<file path="src/rtl/tcw_addr_unit.sv">
// ----------------------------------------------------------------------------
// Cell address unit
// Two-stage pipeline that maps a screen row and column to a linear cell
// address: the row is rotated by the ring offset, then scaled by the row
// length and added to the column. Shared by cell writes, reads and walks.
// ----------------------------------------------------------------------------
module tcw_addr_unit #(
    parameter int ROWS    = 25,
    parameter int COLUMNS = 80
) (
    input  logic                               aclk,
    input  logic                               aresetn,
    input  logic                               in_valid,
    input  logic [$clog2(ROWS)-1:0]            in_row,
    input  logic [$clog2(COLUMNS)-1:0]         in_col,
    input  logic [$clog2(ROWS)-1:0]            in_offset,
    output logic                               out_valid,
    output logic [$clog2(ROWS*COLUMNS)-1:0]    out_addr,
    output logic                               busy
);

    localparam int RW = $clog2(ROWS);
    localparam int CW = $clog2(COLUMNS);
    localparam int AW = $clog2(ROWS * COLUMNS);

    logic          v1_reg;
    logic [RW-1:0] phys1_reg;
    logic [CW-1:0] col1_reg;
    logic          v2_reg;
    logic [AW-1:0] addr2_reg;

    logic [RW:0]   row_sum;
    logic [RW-1:0] phys_next;
    logic [AW-1:0] addr_next;

    always_comb begin
        row_sum = {1'b0, in_row} + {1'b0, in_offset};
        if (row_sum >= (RW+1)'(ROWS)) begin
            phys_next = RW'(row_sum - (RW+1)'(ROWS));
        end else begin
            phys_next = RW'(row_sum);
        end
        addr_next = AW'(phys1_reg) * AW'(COLUMNS) + AW'(col1_reg);
    end

    always_ff @(posedge aclk) begin
        if (!aresetn) begin
            v1_reg <= 1'b0;
            v2_reg <= 1'b0;
        end else begin
            v1_reg <= in_valid;
            v2_reg <= v1_reg;
        end
    end

    always_ff @(posedge aclk) begin
        phys1_reg <= phys_next;
        col1_reg  <= in_col;
        addr2_reg <= addr_next;
    end

    assign out_valid = v2_reg;
    assign out_addr  = addr2_reg;
    assign busy      = v1_reg | v2_reg;

endmodule

</file>
<file path="config.mk">
export PLATFORM = sky130hd
export DESIGN_NAME = tcw_addr_unit
export DESIGN_NICKNAME = d
export VERILOG_FILES = /design/src/rtl/tcw_addr_unit.sv
export SDC_FILE = /design/constraint.sdc
export NUM_CORES = 1
export LEC_CHECK = 0
export CAP_MARGIN = 20
export CORE_ASPECT_RATIO = 0.75
export CORE_MARGIN = 3
export CORE_UTILIZATION = 60
export CTS_CLUSTER_DIAMETER = 80
export DETAILED_ROUTE_END_ITERATION = 16
export DONT_BUFFER_PORTS = 1
export GPL_TIMING_DRIVEN = 0
export PLACE_DENSITY = 0.88
export SYNTH_ARGS = -nofsm -noshare
export SYNTH_HDL_FRONTEND = slang
export SYNTH_SLANG_ARGS = --single-unit
</file>
<file path="constraint.sdc">
create_clock -name aclk -period 3.28 [get_ports aclk]
set_input_delay 0.984 -clock aclk [delete_from_list [all_inputs] [get_ports aclk]]
set_output_delay 0.984 -clock aclk [all_outputs]
set_load 0.02 [all_outputs]
</file>
# Yosys cells after proc, flatten, opt, wreduce, memory -nomap -nowiden
# Index checks and enable logic that the tools add are counted.
# op_classes
addsub,3
mul,1
n_lt_le_gt_ge,1
mux,1
n_bitwise,1
# ops
op,n
adder 11 x 7 -> 11 bit,1
"multiplier 5 x 3 -> 7 bit, second input constant",1
adder 5 x 5 -> 6 bit,1
"greater-or-equal comparator 6 x 5 -> 1 bit, second input constant",1
2-to-1 mux 5 bit,1
"subtractor 5 bit, second input constant",1
bitwise OR 1 bit,1
# word_totals
reg_bits,25
input_bits,20
wordCells,12

# Longest topological paths before layout
# logic_depth
depth_word,3
ltp_mapped,9

# Least setup slack after synthesis
# OpenSTA, ideal clock, no wires.
# synth_path
kind,input-to-reg
startpoint,input in_row[0]
endpoint,register phys1_reg[2]
setup_ns,0.125
arrival_time_ns,2.541
required_ns,3.155
path_slack_ns,0.614
stages,9
path_buffers,0
cell_sequence,ha_1 > inv_1 > fa_1 > ha_1 > nand2b_1 > or2_4 > a31oi_4 > nand2b_1 > xnor2_1
# synth_via
elab_chain_len,3
# synth_rtl
item,line_no,text
from (decl),14,"input logic [$clog2(ROWS)-1:0] in_row,"
adder 5 x 5 -> 6 bit (*),37,"row_sum = {1'b0, in_row} + {1'b0, in_offset};"
subtractor 5 bit or greater-or-equal comparator 6 x 5 -> 1 bit (tied branches),"39, 38",
2-to-1 mux 5 bit (*),38,if (row_sum >= (RW+1)'(ROWS)) begin
via phys_next[2],33,logic [RW-1:0] phys_next;
to (signal assigned),57,phys1_reg <= phys_next;
to (decl),27,logic [RW-1:0] phys1_reg;
# Mark *: on every way through the listed nets, which the timed path passes. The rest lies on a longest branch.
# A chain may end at the register's enable or synchronous reset.

# Worst setup path in the final report
# Ends and elaborated chain as after synthesis.

==> load_flow_metrics.sql <==
INSERT INTO impl_metrics (metric_group, metric, value, unit) VALUES
('die', 'core.rowCount', '12', ''),
('run', 'drv_cap', '0', ''),
('sta', 'worst_pin_slew', '0.359', 'ns'),
('grt', 'global_route_usage_over_all_layers', '15.9', '%'),
('routing', 'number_of_remaining_drc_errors', '0', ''),
('sta', 'clock_skew', '0.00839', 'ns'),
('yosys', 'synth_commonest_cells', '25 x sky130_fd_sc_hd__dfxtp_1, 16 x sky130_fd_sc_hd__ha_1, 9 x sky130_fd_sc_hd__inv_1, 9 x sky130_fd_sc_hd__xnor2_1, 5 x sky130_fd_sc_hd__nor2_1', ''),
('yosys', 'seq_area_frac_synth', '44.0', '%'),
('clock_tree', 'cts.sinks', '25', ''),
('die', 'start_util', '70.2', '%'),
('yosys', 'synth_cells', '101', ''),
('yosys', 'syn_avg_cell_area', '11.3', 'um^2'),
('yosys', 'postSynthRegisterBits', '25', ''),
('setup_path', 'end_kind', 'flip-flop', ''),
('yosys', 'library_cell_with_the_largest_summed_area_after_synthesis', 'sky130_fd_sc_hd__dfxtp_1', ''),
('routing', 'drt_iter0_markers', '5', ''),
('sta', 'slew_viols_final', '0', ''),
('yosys', 'number_of_different_library_cells_in_the_post_synthesis_netlist', '25', ''),
('routing', 'vias', '677', ''),
('layout', 'antennaDiodeCount', '0', ''),
('layout', 'largest_reg_flops', '11', ''),
('power_and_ir_drop', 'p_per_area', '806', 'nW/um^2'),
('grt', 'grt_antenna_before_repair', '0', ''),
('yosys', 'synth_flop_cell', 'sky130_fd_sc_hd__dfxtp_1', ''),
('layout', 'flow.area_growth_from_synthesis', '4.72', '%'),
('routing', 'drt-wirelength-per-cell', '14.1', 'um'),
('clock_tree', 'root_buffer', 'sky130_fd_sc_hd__clkbuf_4', ''),
('grt', 'wire_length_of_the_first_global_routing_pass', '2920', 'um'),
('die', 'fp.dieH', '43.7', 'um'),
('clock_tree', 'post_cts_resize_count', '0', ''),
('sta', 'timing_hold_violations_final', '0', ''),
('grt', 'grt_max_degree', '15', ''),
('setup_path', 'cp.arrival', '2.75', 'ns'),
('yosys', 'synthesis.nets', '140', ''),
('sta', 'totalNegativeSetupSlack', '0', 'ns'),
('clock_tree', 'clock_transition_at_the_registers_of_the_reported_paths', '0.13', 'ns'),
('yosys', 'synthesis.yosys.warnings', '0', ''),
('sta', 'max_slew_margin', '75.9', '%'),
('placement', 'port_buffers', '0', ''),
('sta', 'finalHoldWorstSlack', '0.341', 'ns'),
('clock_tree', 'cts.repair_timing.setup_buffer_count', '0', ''),
('grt', 'grt_pass1_vias', '682', ''),
('clock_tree', 'htreeDepth', '1', ''),
('sta', 'post-route-period-util', '76.0', '%'),
('sta', 'achievable-frequency', '401', 'MHz'),
('min_path', 'hold_path_class', 'reg2reg', ''),
('setup_path', 'timing.critical_path.from_type', 'input port', ''),
('clock_tree', 'cts_inserted_buffers', '3', ''),
('clock_tree', 'clock_latency', '0.31', 'ns'),
('power_and_ir_drop', 'irDropWorstVdd', '582', 'uV'),
('placement', 'place.gp.congestion', '0.763', ''),
('outcome', 'run_status', 'completed', ''),
('yosys', 'netlist.area_leader.share', '44.0', '%'),
('yosys', 'postSynth.asyncResetShare', '0', '%'),
('clock_tree', 'tritoncts_clock_tree', 'yes', ''),
('routing', 'final_antenna_net_count', '0', ''),
('layout', 'layout-drive-gt1-share', '9.52', '%'),
('setup_path', 'setup.worst_path.class', 'in2reg', ''),
('clock_tree', 'cts_hold_buf', '0', ''),
('yosys', 'number_of_flops_mapped_to_enable_cells_by_yosys', '0', ''),
('placement', 'preCtsSetupSlack', '0.446', 'ns'),
('die', 'fp.coreArea', '1620', 'um^2'),
('routing', 'pre_antenna_drt_iters', '4', ''),
('sta', 'post-route-min-period', '2.49', 'ns'),
('power_and_ir_drop', 'p_leak', '0.559', 'nW'),
('die', 'die_area', '2460', 'um^2'),
('yosys', 'synthTopCellsByArea', 'sky130_fd_sc_hd__dfxtp_1 44%, sky130_fd_sc_hd__ha_1 18%, sky130_fd_sc_hd__xnor2_1 6.9%', ''),
('die', 'io-pin-count', '33', ''),
('routing', 'routed_wl', '1780', 'um'),
('yosys', 'synth_most_common_cell', 'sky130_fd_sc_hd__dfxtp_1', ''),
('min_path', 'hold_path_origin', 'col1_reg[1]$_DFF_P_', '');
## placed cells by master, fill, tap and decap left out
master / Yosys / final
sky130_fd_sc_hd__or2_4: 1 / 1
sky130_fd_sc_hd__or2_2: 1 / 1
sky130_fd_sc_hd__o2111ai_1: 1 / 1
sky130_fd_sc_hd__a21o_1: 4 / 4
sky130_fd_sc_hd__nor2_1: 5 / 5
sky130_fd_sc_hd__o21ai_1: 1 / 1
sky130_fd_sc_hd__inv_1: 9 / 9
sky130_fd_sc_hd__clkbuf_4: 0 / 3
sky130_fd_sc_hd__a31oi_4: 1 / 1
sky130_fd_sc_hd__nand2b_1: 3 / 3
sky130_fd_sc_hd__nand2_1: 2 / 2
sky130_fd_sc_hd__a21oi_1: 4 / 4
sky130_fd_sc_hd__nor3_1: 1 / 1
sky130_fd_sc_hd__xnor2_1: 9 / 9
sky130_fd_sc_hd__mux2i_1: 1 / 1
sky130_fd_sc_hd__and2_1: 2 / 2
sky130_fd_sc_hd__fa_1: 3 / 3
sky130_fd_sc_hd__ha_1: 16 / 16
sky130_fd_sc_hd__nor2b_1: 1 / 1
sky130_fd_sc_hd__dfxtp_1: 25 / 25
sky130_fd_sc_hd__xor2_1: 2 / 2
sky130_fd_sc_hd__nor3b_1: 1 / 1
sky130_fd_sc_hd__a21boi_0: 1 / 1
sky130_fd_sc_hd__o21ai_0: 4 / 4
sky130_fd_sc_hd__a21oi_2: 2 / 2
sky130_fd_sc_hd__xor2_2: 1 / 1
sky130_fd_sc_hd__clkinv_2: 0 / 1
## worst max-delay path: stages
cell and delay (ns):
sky130_fd_sc_hd__ha_1 0.15, sky130_fd_sc_hd__inv_1 0.05, sky130_fd_sc_hd__fa_1 0.55, sky130_fd_sc_hd__ha_1 0.20, sky130_fd_sc_hd__nand2b_1 0.09, sky130_fd_sc_hd__or2_4 0.25
sky130_fd_sc_hd__a31oi_4 0.21, sky130_fd_sc_hd__nand2b_1 0.14, sky130_fd_sc_hd__xnor2_1 0.11
## per-layer routing
layer / vias to the layer above / routed length (um) / track usage, %
li1: 343 / - / -
met1: 314 / 688 / 15.6
met2: 20 / 965 / 31.0
met3: 0 / 123 / 7.74
met4: 0 / 0 / 2.84
met5: - / 0 / 0
## worst paths after layout
kind / to / cells after the start
worst max-delay path: phys1_reg[2]$_DFF_P_ / 9
worst min register to register: out_addr[1]$_DFF_P_ / 0
worst min-delay path: out_addr[1]$_DFF_P_ / 0
worst max register to register: out_addr[10]$_DFF_P_ / 7
## final cells by class
cell class / count / area, um^2
Inverter: 9 / 33.8
Fill cell: 110 / 429
Clock inverter: 1 / 5.00
Sequential cell: 25 / 500
Multi-Input combinational cell: 67 / 604
Tap cell: 21 / 26.3
Clock buffer: 3 / 22.5
## where the power goes
part           total (W)  switching [W]  internal (W)  leakage, nW
registers       0.000472      0.0000902      0.000382        0.211
clock network   0.000131      0.0000857     0.0000456       0.0177
logic           0.000358       0.000182      0.000176        0.331
## cell families (layout without fill, tap and decap cells)
logic type | after synthesis | count (layout) | synth area share [%]
buffers and inverters | 9 | 13 | 2.97
muxes | 1 | 1 | 0.879
and+or+nand+nor | 17 | 17 | 8.02
xor gates and xnor gates | 12 | 12 | 9.89
adders and majority gates | 19 | 19 | 22.9
DFF | 25 | 25 | 44.0
AOI/OAI and AO/OA | 18 | 18 | 11.4
## stage by stage
stage               cell area, um^2  power [W]  util [%]  std cells
finish                         1190   0.000962      73.5        126
floorplan                      1140   0.000775         -        101
global placement               1160   0.000818      71.8        122
CTS                            1190   0.000974      73.5        126
global route                   1190    0.00103      73.5        126
detailed placement             1160   0.000841      71.8        122
Note: power is estimated with default switching activity, not from simulation.
